File: src/hw/rtl/cnis_pkg.sv
package cnis_pkg;

    // defaults for the top-level parameters
    localparam int BODY_COUNT_DEF = 1024;
    localparam int FRAC_BITS_DEF  = 16;

    // request codes
    localparam logic [1:0] REQ_WRITE = 2'd0;
    localparam logic [1:0] REQ_SOLVE = 2'd1;
    localparam logic [1:0] REQ_READ  = 2'd2;

    // multiplier operand selection
    localparam logic [2:0] MUL_DOT    = 3'd0;
    localparam logic [2:0] MUL_GAIN   = 3'd1;
    localparam logic [2:0] MUL_JVEC   = 3'd2;
    localparam logic [2:0] MUL_MASS_A = 3'd3;
    localparam logic [2:0] MUL_MASS_B = 3'd4;

    // body memory write source
    localparam logic [1:0] WR_NONE = 2'd0;
    localparam logic [1:0] WR_BODY = 2'd1;
    localparam logic [1:0] WR_A    = 2'd2;
    localparam logic [1:0] WR_B    = 2'd3;

    // one body table entry
    typedef struct packed {
        logic signed [31:0] x;
        logic signed [31:0] y;
        logic signed [31:0] z;
        logic signed [31:0] m;
    } body_t;

    // controller to datapath
    typedef struct packed {
        logic       load_in;
        logic       rd_sel_b;
        logic       cap_read;
        logic       cap_va;
        logic       cap_dv;
        logic       mul_en;
        logic [2:0] mul_sel;
        logic       sum_en;
        logic       err_en;
        logic       jnew_en;
        logic [1:0] wr_kind;
        logic       out_load;
    } cmd_t;

    // datapath to controller
    typedef struct packed {
        logic [1:0] req;
        logic       applied_nz;
    } status_t;

    // saturate a wide signed value to 32 bits
    function automatic logic signed [31:0] sat32(input logic signed [63:0] v);
        logic signed [31:0] r;
        if (v > 64'sh0000_0000_7FFF_FFFF)
            r = 32'sh7FFF_FFFF;
        else if (v < -64'sh0000_0000_8000_0000)
            r = 32'sh8000_0000;
        else
            r = v[31:0];
        return r;
    endfunction

    // fixed-point product, round half up, saturated
    function automatic logic signed [31:0] mulq(input logic signed [31:0] a,
                                                 input logic signed [31:0] b,
                                                 input int frac);
        logic signed [63:0] p;
        p = a * b;
        p = p + (64'sd1 <<< (frac - 1));
        return sat32(p >>> frac);
    endfunction

endpackage

File: src/hw/rtl/cnis_ctrl.sv
module cnis_ctrl (
    input  logic              clk,
    input  logic              rst_n,
    input  logic              req_valid,
    output logic              req_stall,
    output logic              res_valid,
    input  logic              res_stall,
    input  cnis_pkg::status_t status,
    output cnis_pkg::cmd_t    cmd
);
    import cnis_pkg::*;

    localparam logic [3:0] ST_IDLE  = 4'd0;
    localparam logic [3:0] ST_RDA   = 4'd1;
    localparam logic [3:0] ST_RDCAP = 4'd2;
    localparam logic [3:0] ST_RDB   = 4'd3;
    localparam logic [3:0] ST_DIFF  = 4'd4;
    localparam logic [3:0] ST_DOT   = 4'd5;
    localparam logic [3:0] ST_SUM   = 4'd6;
    localparam logic [3:0] ST_ERR   = 4'd7;
    localparam logic [3:0] ST_GAIN  = 4'd8;
    localparam logic [3:0] ST_JNEW  = 4'd9;
    localparam logic [3:0] ST_JVEC  = 4'd10;
    localparam logic [3:0] ST_MASSA = 4'd11;
    localparam logic [3:0] ST_UPDA  = 4'd12;
    localparam logic [3:0] ST_MASSB = 4'd13;
    localparam logic [3:0] ST_UPDB  = 4'd14;
    localparam logic [3:0] ST_DONE  = 4'd15;

    logic [3:0] state_reg;
    logic [3:0] state_next;
    logic       res_valid_reg;
    logic       res_valid_next;

    // sequencer
    always_comb
    begin
        cmd        = '0;
        state_next = state_reg;
        case (state_reg)
            ST_IDLE:
            begin
                if (req_valid)
                begin
                    cmd.load_in = 1'b1;
                    state_next  = ST_RDA;
                end
            end
            ST_RDA:
            begin
                case (status.req)
                    REQ_WRITE:
                    begin
                        cmd.wr_kind = WR_BODY;
                        state_next  = ST_DONE;
                    end
                    REQ_READ:  state_next = ST_RDCAP;
                    REQ_SOLVE: state_next = ST_RDB;
                    default:   state_next = ST_DONE;
                endcase
            end
            ST_RDCAP:
            begin
                cmd.cap_read = 1'b1;
                state_next   = ST_DONE;
            end
            ST_RDB:
            begin
                cmd.rd_sel_b = 1'b1;
                cmd.cap_va   = 1'b1;
                state_next   = ST_DIFF;
            end
            ST_DIFF:
            begin
                cmd.cap_dv = 1'b1;
                state_next = ST_DOT;
            end
            ST_DOT:
            begin
                cmd.mul_en  = 1'b1;
                cmd.mul_sel = MUL_DOT;
                state_next  = ST_SUM;
            end
            ST_SUM:
            begin
                cmd.sum_en = 1'b1;
                state_next = ST_ERR;
            end
            ST_ERR:
            begin
                cmd.err_en = 1'b1;
                state_next = ST_GAIN;
            end
            ST_GAIN:
            begin
                cmd.mul_en  = 1'b1;
                cmd.mul_sel = MUL_GAIN;
                state_next  = ST_JNEW;
            end
            ST_JNEW:
            begin
                cmd.jnew_en = 1'b1;
                state_next  = ST_JVEC;
            end
            ST_JVEC:
            begin
                // no body update when the impulse did not change
                if (status.applied_nz)
                begin
                    cmd.mul_en  = 1'b1;
                    cmd.mul_sel = MUL_JVEC;
                    state_next  = ST_MASSA;
                end
                else
                begin
                    state_next = ST_DONE;
                end
            end
            ST_MASSA:
            begin
                cmd.mul_en  = 1'b1;
                cmd.mul_sel = MUL_MASS_A;
                state_next  = ST_UPDA;
            end
            ST_UPDA:
            begin
                cmd.wr_kind = WR_A;
                state_next  = ST_MASSB;
            end
            ST_MASSB:
            begin
                cmd.mul_en  = 1'b1;
                cmd.mul_sel = MUL_MASS_B;
                state_next  = ST_UPDB;
            end
            ST_UPDB:
            begin
                cmd.wr_kind = WR_B;
                state_next  = ST_DONE;
            end
            ST_DONE:
            begin
                if (!res_valid_reg || !res_stall)
                begin
                    cmd.out_load = 1'b1;
                    state_next   = ST_IDLE;
                end
            end
            default:
            begin
                state_next = ST_IDLE;
            end
        endcase
    end

    // result valid flag
    always_comb
    begin
        res_valid_next = res_valid_reg;
        if (cmd.out_load)
            res_valid_next = 1'b1;
        else if (res_valid_reg && !res_stall)
            res_valid_next = 1'b0;
    end

    always_ff @(posedge clk or negedge rst_n)
    begin
        if (!rst_n)
        begin
            state_reg     <= ST_IDLE;
            res_valid_reg <= 1'b0;
        end
        else
        begin
            state_reg     <= state_next;
            res_valid_reg <= res_valid_next;
        end
    end

    assign req_stall = (state_reg != ST_IDLE);
    assign res_valid = res_valid_reg;

`ifndef SYNTH
    a_accept_starts: assert property (@(posedge clk) disable iff (!rst_n)
        (req_valid && !req_stall) |=> (state_reg == ST_RDA))
        else $error("accepted request did not start the sequence");

    a_result_from_done: assert property (@(posedge clk) disable iff (!rst_n)
        $rose(res_valid) |-> $past(state_reg == ST_DONE))
        else $error("result appeared outside the done step");

    a_load_shows_result: assert property (@(posedge clk) disable iff (!rst_n)
        cmd.out_load |=> (res_valid && state_reg == ST_IDLE))
        else $error("result load did not present a result");
`endif

endmodule

File: config.mk
export PLATFORM = sky130hd
export DESIGN_NAME = cnis_ctrl
export DESIGN_NICKNAME = d
export VERILOG_FILES = /design/src/hw/rtl/cnis_pkg.sv /design/src/hw/rtl/cnis_ctrl.sv
export SDC_FILE = /design/constraint.sdc
export NUM_CORES = 1
export LEC_CHECK = 0
export ABC_AREA = 1
export CORE_AREA = 8 8 45 47
export CTS_CLUSTER_DIAMETER = 60
export DETAILED_ROUTE_END_ITERATION = 8
export DIE_AREA = 0 0 53 55
export DONT_BUFFER_PORTS = 1
export PLACE_DENSITY = 0.73
export SLEW_MARGIN = 15
export SYNTH_ARGS = -nofsm -noshare
export SYNTH_HDL_FRONTEND = slang
export SYNTH_SLANG_ARGS = --single-unit
File: constraint.sdc
create_clock -name clk -period 3.4 [get_ports clk]
set_clock_uncertainty 0.05 [all_clocks]
set_input_delay 0.34 -clock clk [delete_from_list [all_inputs] [get_ports clk]]
set_output_delay 0.34 -clock clk [all_outputs]
set_load 0.01 [all_outputs]
---- Yosys cells after proc, flatten, opt, wreduce, memory -nomap -nowiden ----
Cells that the tools add are included.
word-level totals
  register bits after elaboration ......... 5
  bits in latches ......................... 0
  bits in writable memories ............... 0
  memory bits (read-only) ................. 0
  output and inout port bits .............. 17
  logic and storage cells ................. 52
  memories ................................ 0
operators by class
  add/subtract/negate cells ............... 0
  multipliers ............................. 0
  div/mod/pow operators ................... 0
  order comparisons ....................... 0
  equal/unequal tests ..................... 19
  shift-type cells ........................ 0
  multiplexer cells ....................... 21
  bitwise logic cells ..................... 0
  reduce and logical (&&, ||, !) cells .... 10
operators by type and width
  cell                  count
  $pmux W4 S15          1
  $eq A4 B4 Y1 const B  8
  $pmux W4 S5           1
  $eq A4 B3 Y1 const B  4
  $mux W1               13
  $mux W4               3
  $eq A4 B2 Y1 const B  2
  $pmux W4 S2           1
  $pmux W2 S3           1
  $eq A4 B1 Y1 const B  1
  $logic_not A4 Y1      1
  $ne A2 B2 Y1 const B  2
  $reduce_bool A4 Y1    1
  $mux W3               1
  $eq A2 B1 Y1 const B  1
  $eq A2 B2 Y1 const B  1
  $logic_not A1 Y1      2
  $logic_not A2 Y1      1
  $reduce_and A2 Y1     1
  $reduce_bool A2 Y1    1
  $reduce_or A2 Y1      1
  $logic_and A1 B1 Y1   1
  $logic_or A1 B1 Y1    1

---- Depth between registers and ports, before layout ----
Gate-level depths: netlist (run 1).
  word-level depth ........................ 5
  gate-level depth with buffers ........... 11

---- Worst setup path before layout (run 1) ----
No wires, ideal clock.
  kind .................................... reg-to-output
  start point ............................. register state_reg[0]
  end point ............................... output port cmd[1] (netlist name)
  arrival ................................. 1.101 ns
  data required time ...................... 3.010 ns
  path slack .............................. 1.909 ns
  cell stages (with the launch flop) ...... 5
  buffers on the path ..................... 0
  cells stage by stage .................... dfrtp_1 inv_1 ha_1 inv_1 o21ai_0
RTL lines
  what                    line              RTL
  start, declared         cnis_ctrl.sv:30   logic [3:0] state_reg;
  start signal, assigned  cnis_ctrl.sv:175  state_reg <= state_next;
  end, declared           cnis_ctrl.sv:9    output cnis_pkg::cmd_t cmd

==> results of run 1 <==
## routing by layer
layer	up-vias	track usage, %	share of wire (%)
li1	313	-	-
met4	0	2.586	0
met1	257	10.26	44
met2	18	18.95	49
met5	-	0	0
met3	0	4.278	7.5
## stage by stage
| stage | hold slack, ps | cell area, µm² | setup WS, ps |
|---|---|---|---|
| after floorplan | -5.591 | 629.4 | 1909 |
| after global placement | -5.444 | 623.1 | 1810 |
| after detailed placement | -5.464 | 623.1 | 1779 |
| after CTS | 202.8 | 659.4 | 1517 |
| after global routing | 224.4 | 659.4 | 1417 |
| final | 205.6 | 659.4 | 1529 |
## cells in the mapped netlist (2+ instances only)
cell type | n | share of area (%)
buf_4 | 2 | 2.4
dfrtp_1 | 5 | 20
ha_1 | 7 | 14
inv_1 | 21 | 13
inv_2 | 3 | 1.8
nand2_1 | 31 | 18
nand2_2 | 3 | 3.0
nand3_1 | 6 | 4.8
nor2_1 | 12 | 7.2
nor2_2 | 3 | 3.0
o21ai_0 | 6 | 4.8
o21ai_2 | 2 | 2.8
## worst register-to-register path: stages, from the launching register on
cell,delay [ps]
dfrtp_1,380
inv_1,90
ha_1,280
inv_1,110
nand2_1,70
nand2_1,90
inv_1,90
nor2_1,110
nand3b_1,90
nand2_1,70
nand2_1,40
## layout make-up
class,instances,area share [%]
multi-input combinational,73,58.82
sequential,5,18.98
inverter,24,13.66
clock buffer,4,3.985
tap,16,3.036
timing repair buffer,1,1.518
## how the worst max path moves through the flow
| stage | from | end | slack (ps) |
|---|---|---|---|
| final | state_reg[0]$_DFFE_PN0P_ | cmd[1] | 1530 |
| after global routing | state_reg[0]$_DFFE_PN0P_ | cmd[1] | 1420 |
| after CTS | state_reg[0]$_DFFE_PN0P_ | cmd[1] | 1520 |
| after detailed placement | state_reg[0]$_DFFE_PN0P_ | cmd[1] | 1780 |
| after global placement | state_reg[0]$_DFFE_PN0P_ | cmd[1] | 1810 |
| after floorplan | state_reg[0]$_DFFE_PN0P_ | cmd[1] | 1910 |
## power by group through the flow
stage | Sequential, mW | Clock [mW] | Combinational [mW]
global placement | 0.142 | 0 | 0.444
floorplan | 0.120 | 0 | 0.406
global route | 0.149 | 0.0746 | 0.509
finish | 0.141 | 0.0681 | 0.446
CTS | 0.142 | 0.0704 | 0.450
detailed placement | 0.143 | 0 | 0.447
## cell families after synthesis
kind of cell	after synthesis	synth area share (%)
compound gates	9	8.350
fa+ha+maj	7	13.92
buf+inv	27	18.49
flops	5	19.88
simple gates	57	39.36
## cell usage in the layout, fill, tap and decap left out, drive strengths merged
cell / instances
clkbuf: 4
dfrtp: 5
dlygate4sd3: 1
ha: 7
inv: 24
nand2: 34
nand3: 6
nand3b: 1
nor2: 16
o21ai: 9
==> metrics.txt, run 1 <==
Placeable Area=1384 µm²; final std cells w/o fill=123; syn avg cell area=5.994 µm²; total design power=approximately 0.66 mW; Die Width=53 µm; Initial Util=45.48%; Vias=approximately 600; Final Max Slew Viols=0; FMAX=0.5344 GHz; hold path startpoint=res_stall; Startpoint Class=flop; initial antenna violation count=0; peak supply drop=between 0.3 and 0.4 mV; top-level port count=24; final period utilization=a little under three fifths; grt ovf=0; P_sw=0.3732 mW; GR Util All Layers=slightly above 10%; Synth Cell Area=629.4 µm²; Gate power share=around two thirds; Num CTS Buffers=3; Rel. slew slack=73.88%; CP max stage delay=400 ps; final hold vios=0; H-tree Lvls=1; hold depth=2; row cnt=14; IO buf count=0; RePlAce Congestion=0.9362; Slew @ Worst Pin=390.4 ps; Hold WC Path Type=in2reg; Hold Path End=res_valid$_DFFE_PN0P_; share of cells above drive strength 1=14.02%; DP Wirelength=1200 µm; Worst Reg-to-Reg Cells=10; Setup violations, final=0; worst-path maximum fanout=7; CP Capture Type=output port; syn_nets=roughly 120; sequential area share after synthesis=19.88%; crit-path most repeated cell=inv_1; Yosys cell types=16; Post CTS Setup Buffer Count=0; post-synthesis register bit count=5; Antenna Nets Post-Route=0; footprint of the multi-input gates=between 300 and 400 µm²; r2r setup slk=1800 ps; P_leak=roughly 0.44 nW; Critical Path AT=roughly 1500 ps; Resize count post-CTS=0; Sequential Area=125.1 µm²; DRC Markers=0; clock-pin slew on the worst setup and hold paths=40 ps; Via density=4.780; ANT cells=0; unrepaired setup endpoints after global routing=false; drt first pass iters=4; final net count=122; die area=2915 µm²; CTS root buf=clkbuf_4; Post-Syn Instances=around 110; Die Span Y=55 µm; worst skew pair latency=240 ps; clk sinks=5; pwr/cell area=around 990 nW/µm²; Sw Ratio=56.97%; Pint=0.2819 mW; max FFs per register=4; vias in the first global route=583; Setup TNS=0 ps; Top FF cell, synth=dfrtp_1; Yosys warning count=0; first-pass GRT wire length=2283 µm; Fillers=153; status=finished, final reports clean; worst reg2reg endpoint=state_reg[3]$_DFFE_PN0P_; Core Util, Final=47.65%; Post-synth ARST share=100.0%; placed insts=between 100 and 150; max_cap viols=0; cell family with most CP delay=flip-flops; R2R Path Start=state_reg[0]$_DFFE_PN0P_; Worst Path Required=3010 ps; CP cell instances=inv_1 > ha_1 > inv_1 > o21ai_0; Area growth syn-to-layout=4.771%; EDFF count, synth=0; Setup CP Type=reg2out; Crit-path slowest cell=dfrtp_1; largest net degree at the start of global routing=10; Wirelength per Cell=roughly 11 µm; Detailed Route WL=1380 µm; Max Buffers Root-to-Sink=2; CTS tree=done; Initial DRC Count=16; Clk pwr share=a little over a tenth; cts hold-fix bufs=1; min Tclk post-route=1871 ps; Buf+Inv Stages, Crit Path=2; part of the power in registers=21.6%; Critical Path Stages=4
(Power assumes the default switching activity.)
==> run 2, diff against run 1 <==
--- a/config.mk
+++ b/config.mk
@@ -5,13 +5,13 @@
 export SDC_FILE = /design/constraint.sdc
 export NUM_CORES = 1
 export LEC_CHECK = 0
-export ABC_AREA = 1
+export ABC_AREA = 0
 export CORE_AREA = 8 8 45 47
 export CTS_CLUSTER_DIAMETER = 60
 export DETAILED_ROUTE_END_ITERATION = 8
 export DIE_AREA = 0 0 53 55
 export DONT_BUFFER_PORTS = 1
-export PLACE_DENSITY = 0.73
+export PLACE_DENSITY = 0.74
 export SLEW_MARGIN = 15
 export SYNTH_ARGS = -nofsm -noshare
 export SYNTH_HDL_FRONTEND = slang
==> constraint.sdc (replaced) <==
create_clock -name clk -period 1.6 [get_ports clk]
set_clock_uncertainty 0.05 [all_clocks]
set_input_delay 0.16 -clock clk [delete_from_list [all_inputs] [get_ports clk]]
set_output_delay 0.16 -clock clk [all_outputs]
set_load 0.01 [all_outputs]
==> run 2 against run 1 <==
- the run now ends with negative setup slack left
- utilization rose by 30 points
- clock-buffer cell count did not move
- via count rose by 25%
- largest cell class unchanged
- critical path type is now reg2reg
- synthesized cell count fell by 25%
- design area rose by 63%
- sequential share of layout area fell by 7.3 points
- setup slack got worse by 1700 ps
- critical endpoint is now state_reg[1]$_DFFE_PN0P_
==> metrics.txt, run 2 <==
design area=1072 µm²; Commonest cells post-synth=nor2_1, ha_1, nand2_1; vias in the first global route=664; largest net degree at the start of global routing=9; most frequent cells in the layout=buf_4, nand2_1, nor2_4, buf_6, dfrtp_1; row cnt=14; DP Wirelength=1420 µm; unrepaired setup endpoints after global routing=true; Core Util, Final=slightly below 80%; Top FF cell, synth=dfrtp_1; area post-placement=760.7 µm²; Setup violations, final=6; GR peak layer=met2; worst-path maximum fanout=3; clk sinks=5; Yosys cell types=31; Antenna Nets Post-Route=0; Final Max Slew Viols=0; Setup CP Type=reg2reg; Slew @ Worst Pin=about 320 ps; grt ovf=0; H-tree Lvls=1; Fillers=98; met2 global-route usage=28.71%; Hold WC Path Type=in2reg; status=finished, violations left; Initial Util=43.85%; M3 GR Usage=2.139%; mux cell area share after synthesis=under 10%; IO buf count=0; most common cell after layout, fill and taps aside=buf_4; CP Capture Type=flop; post-synthesis register bit count=5; Synth Area in XOR/XNOR=0%; worst skew pair latency=approximately 230 ps; Vias=735; Detailed Route WL=approximately 2400 µm; final period utilization=108.9%; die area=2915 µm²; Sequential Area=125.1 µm²; first-pass GRT wire length=~3100 µm; CTS tree=done; min Tclk post-route=1743 ps; post-synthesis simple-gate area fraction=~31%; cell with the most instances after synthesis=nor2_1; largest family of logic cells by synthesized area=simple AND/OR/NAND/NOR gates; DRC Markers=0; drt first pass iters=4; P_leak=0.4806 nW; post-synth top area share=20.62%; Synth Area in Compound Gates=21.24%; failing checks=negative setup slack; Post-Syn Instances=79; FMAX=0.5738 GHz; clock-pin slew on the worst setup and hold paths=40 ps; Initial DRC Count=13; Yosys warning count=0; met1 usage=13.80%; Die Width=53 µm; final std cells w/o fill=~120; EDFF count, synth=0; ANT cells=0; RePlAce Congestion=0.9276; initial antenna violation count=0; Worst Path Required=between 1500 and 2000 ps; Num CTS Buffers=3; placed insts=110; adder-cell share of the synthesized area=between 10% and 20%; final hold vios=0; share of cells above drive strength 1=between 60% and 70%; peak supply drop=1.509 mV; final net count=123; CTS root buf=clkbuf_4; Synth Cell Area=606.8 µm²; Synth area leader=dfrtp_1; pwr/cell area=2424 nW/µm²; Rel. slew slack=78.30%; setup ws final=-142.8 ps; Placeable Area=1384 µm²; top-level port count=24; max_cap viols=0; Die Span Y=roughly 55 µm; sequential area share after synthesis=a little over 20%; footprint of the multi-input gates=624.3 µm²; Via density=5.927; GR Util All Layers=between 10 and 15%; Setup WS pre-CTS=-154.6 ps; Area growth syn-to-layout=76.70%; syn_nets=93; Wirelength per Cell=19.21 µm; syn avg cell area=7.681 µm²; Startpoint Class=flop; Max Buffers Root-to-Sink=2; top cells by area, synth=dfrtp_1, ha_1, nor2_1; Post-synth ARST share=100.0%; Critical Path AT=1810 ps; max FFs per register=4
run 2: cell families (layout without fill, tap and decap cells):
kind of cell	count (synthesis)	count (layout)
AND/OR/NAND/NOR	36	36
buffers and inverters	11	40
flip-flops	5	5
AO/OA/AOI/OAI	18	18
multiplexers	2	2
adder cells (fa/ha/maj)	7	7
run 2: final timing paths:
path	startpoint	end	slack (ps)	depth (start not counted)
worst max-delay path	state_reg[0]$_DFFE_PN0P_	state_reg[1]$_DFFE_PN0P_	-140	5
worst min-delay path	res_stall	res_valid$_DFFE_PN0P_	60	2
worst max register to register	state_reg[0]$_DFFE_PN0P_	state_reg[1]$_DFFE_PN0P_	-140	5
worst min register to register	state_reg[1]$_DFFE_PN0P_	state_reg[1]$_DFFE_PN0P_	650	2
max in group asynchronous	rst_n	state_reg[2]$_DFFE_PN0P_	1140	1
min in group asynchronous	rst_n	state_reg[1]$_DFFE_PN0P_	170	1
run 2: layer usage:
metal	wire, µm	part of all wire, %
met5	0	0
met4	72	3.0
met3	130	5.5
met2	1355	57
met1	824	35
run 2: cell type report:
cell class,instances,area share (%)
Clock buffer,4,2.450
Multi-Input combinational cell,63,58.23
Sequential cell,5,11.67
Tap cell,16,1.867
Timing Repair Buffer,30,23.69
Inverter,6,2.100
run 2: what timing repair did:
item / CTS / global route
endpoints found under the setup margin: 14 / 17
endpoints found under the hold margin: 5 / 0
pin swaps: 8 / 9
buffers inserted: 2 / 7
hold buffers: 1 / 0
resized for setup: 18 / 33
run 2: critical path, stage by stage, from the launching register on:
cell     delay (ps)
dfrtp_1         390
inv_2           110
ha_4            140
or3b_4          380
o22a_1          250
mux2_4          310
run 2: per-stage QoR:
step	hold WS [ps]	total power, mW	setup TNS, ps
5_1_grt	83.37	2.758	-907.9
2_1_floorplan	-185.6	1.157	-257.4
6_report	59.08	2.599	-617.9
4_1_cts	41.22	1.999	-501.4
3_3_place_gp	-185.4	1.631	-283.9
3_5_place_dp	-185.4	1.670	-493.3
run 2: power breakdown:
part / total [mW] / internal, mW / switching (mW)
logic: 2.19 / 1.10 / 1.09
clock network: 0.135 / 0.0936 / 0.0416
registers: 0.272 / 0.198 / 0.0746
total: 2.60 / 1.39 / 1.21
==> run 3, diff against run 2 <==
--- a/config.mk
+++ b/config.mk
@@ -12,6 +12,7 @@
 export DIE_AREA = 0 0 53 55
 export DONT_BUFFER_PORTS = 1
 export PLACE_DENSITY = 0.74
+export RECOVER_POWER = 100
 export SLEW_MARGIN = 15
 export SYNTH_ARGS = -nofsm -noshare
 export SYNTH_HDL_FRONTEND = slang
==> run 3 against run 2 <==
- the run still ends with negative setup slack left
- via count fell by 0.14%
- clock power barely moved
- sequential power fell by 1%
- first-iteration DRC count fell by 15%
- cell count did not move
- hold slack got worse by 0.83 ps
- design area fell by 0.93%
- non-clock buffer count did not move
- power fell by 1.1%
- setup slack improved by 0.63 ps
- critical path depth did not move
==> metrics.txt, run 3 (synthesis gave the netlist of run 2 again) <==
initial antenna violation count=0; RePlAce Congestion=0.9276; Rel. slew slack=about four fifths; clock-pin slew on the worst setup and hold paths=40 ps; Sw Ratio=46.73%; GR Util All Layers=between 10 and 15%; CP max stage delay=390 ps; IO buf count=0; final hold vios=0; max_cap viols=0; CP cell instances=inv_2 > ha_4 > or3b_4 > o22a_1 > mux2_4; Initial DRC Count=11; most frequent cells in the layout=buf_4, nand2_1, nor2_4, dfrtp_1; largest net degree at the start of global routing=9; CP Capture Type=flop; Die Width=about 53 µm; share of cells above drive strength 1=between 60 and 70%; max FFs per register=4; Setup CP Type=reg2reg; vias in the first global route=664; failing checks=negative setup slack; Vias=734; drt first pass iters=4; worst skew pair latency=around 230 ps; first-pass GRT wire length=3091 µm; cell family with most CP delay=flip-flops; Critical Path AT=1810 ps; setup ws final=-142.1 ps; row cnt=14; Via density=5.919; most common cell after layout, fill and taps aside=buf_4; Detailed Route WL=2379 µm; status=finished, violations left; Antenna Nets Post-Route=0; CTS root buf=clkbuf_4; design area=1062 µm²; H-tree Lvls=1; CTS tree=done; P_leak=0.4752 nW; top-level port count=24; Clk pwr share=between 5 and 6%; Slew @ Worst Pin=roughly 320 ps; Gate power share=84.3%; Final Max Slew Viols=0; Wirelength per Cell=19.19 µm; Setup TNS=-633.9 ps; final net count=~120; grt ovf=0; pwr/cell area=2421 nW/µm²; Setup violations, final=7; peak supply drop=1.507 mV; Setup WS pre-CTS=-154.6 ps; Initial Util=a little over two fifths; DP Wirelength=1420 µm; Worst Path Required=between 1500 and 2000 ps; Startpoint Class=flop; clk sinks=5; final std cells w/o fill=about 120; Buf+Inv Stages, Crit Path=1; die area=2915 µm²; ANT cells=0; DRC Markers=0; worst-path maximum fanout=3; area post-placement=760.7 µm²; Die Span Y=55 µm; min Tclk post-route=about 1700 ps; Pint=1.370 mW; Crit-path slowest cell=dfrtp_1; FMAX=0.5740 GHz; Num CTS Buffers=3; final period utilization=108.9%; part of the power in registers=10.4%; Max Buffers Root-to-Sink=2; Hold WC Path Type=in2reg; P_sw=1.202 mW; unrepaired setup endpoints after global routing=true; placed insts=110; Area growth syn-to-layout=75.05%; Placeable Area=1384 µm²
[run 3: cell count changes in the layout (fill, tap and decap cells not counted)]
| cell | delta |
|---|---|
| buf_4 | -2 |
| clkbuf_4 | +1 |
| buf_6 | -1 |
| clkbuf_2 | +1 |
| clkbuf_1 | +1 |
[run 3: repair_timing]
item	in CTS	in global routing
gates cloned	0	0
resized for setup	18	33
setup endpoints to repair	14	17
pin swaps	8	9
buffers inserted	2	7
hold buffers	1	0
endpoints found under the hold margin	5	0
[run 3: through the flow]
stage | utilization, % | power, mW | hold slack, ps
final | 76.76 | 2.572 | 58.25
after global routing | 76.76 | 2.732 | 83.37
after CTS | 63.56 | 1.999 | 41.22
after detailed placement | 54.97 | 1.670 | -185.4
after global placement | 54.97 | 1.631 | -185.4
after floorplan | - | 1.157 | -185.6
[run 3: layout make-up]
type | count | area, µm²
Clock buffer | 4 | 26.28
Tap cell | 16 | 20.02
Fill cell | 101 | 321.6
Sequential cell | 5 | 125.1
Inverter | 6 | 22.52
Timing Repair Buffer | 30 | 244.0
Multi-Input combinational cell | 63 | 624.3
[run 3: final timing paths]
kind / to / slack (ps) / from / cells after the start
hold / removal: res_valid$_DFFE_PN0P_ / 60 / res_stall / 2
min in group asynchronous: state_reg[1]$_DFFE_PN0P_ / 170 / rst_n / 1
hold reg to reg: state_reg[1]$_DFFE_PN0P_ / 640 / state_reg[1]$_DFFE_PN0P_ / 2
setup / recovery: state_reg[1]$_DFFE_PN0P_ / -140 / state_reg[0]$_DFFE_PN0P_ / 5
setup reg to reg: state_reg[1]$_DFFE_PN0P_ / -140 / state_reg[0]$_DFFE_PN0P_ / 5
max in group asynchronous: state_reg[2]$_DFFE_PN0P_ / 1140 / rst_n / 1
[run 3: power by group through the flow]
stage / logic [mW] / clock network [mW] / registers [mW]
after global placement: 1.37 / 0 / 0.257
after CTS: 1.59 / 0.144 / 0.267
after detailed placement: 1.41 / 0 / 0.261
after global routing: 2.31 / 0.146 / 0.275
final: 2.17 / 0.135 / 0.268
after floorplan: 0.899 / 0 / 0.258
[run 3: routing by layer]
| metal | vias up | global-route usage, % | part of all wire [%] |
|---|---|---|---|
| li1 | 330 | - | - |
| met1 | 362 | 13.80 | 35 |
| met2 | 36 | 28.71 | 57 |
| met3 | 6 | 2.139 | 5.4 |
| met4 | 0 | 5.603 | 2.6 |
| met5 | - | 0 | 0 |
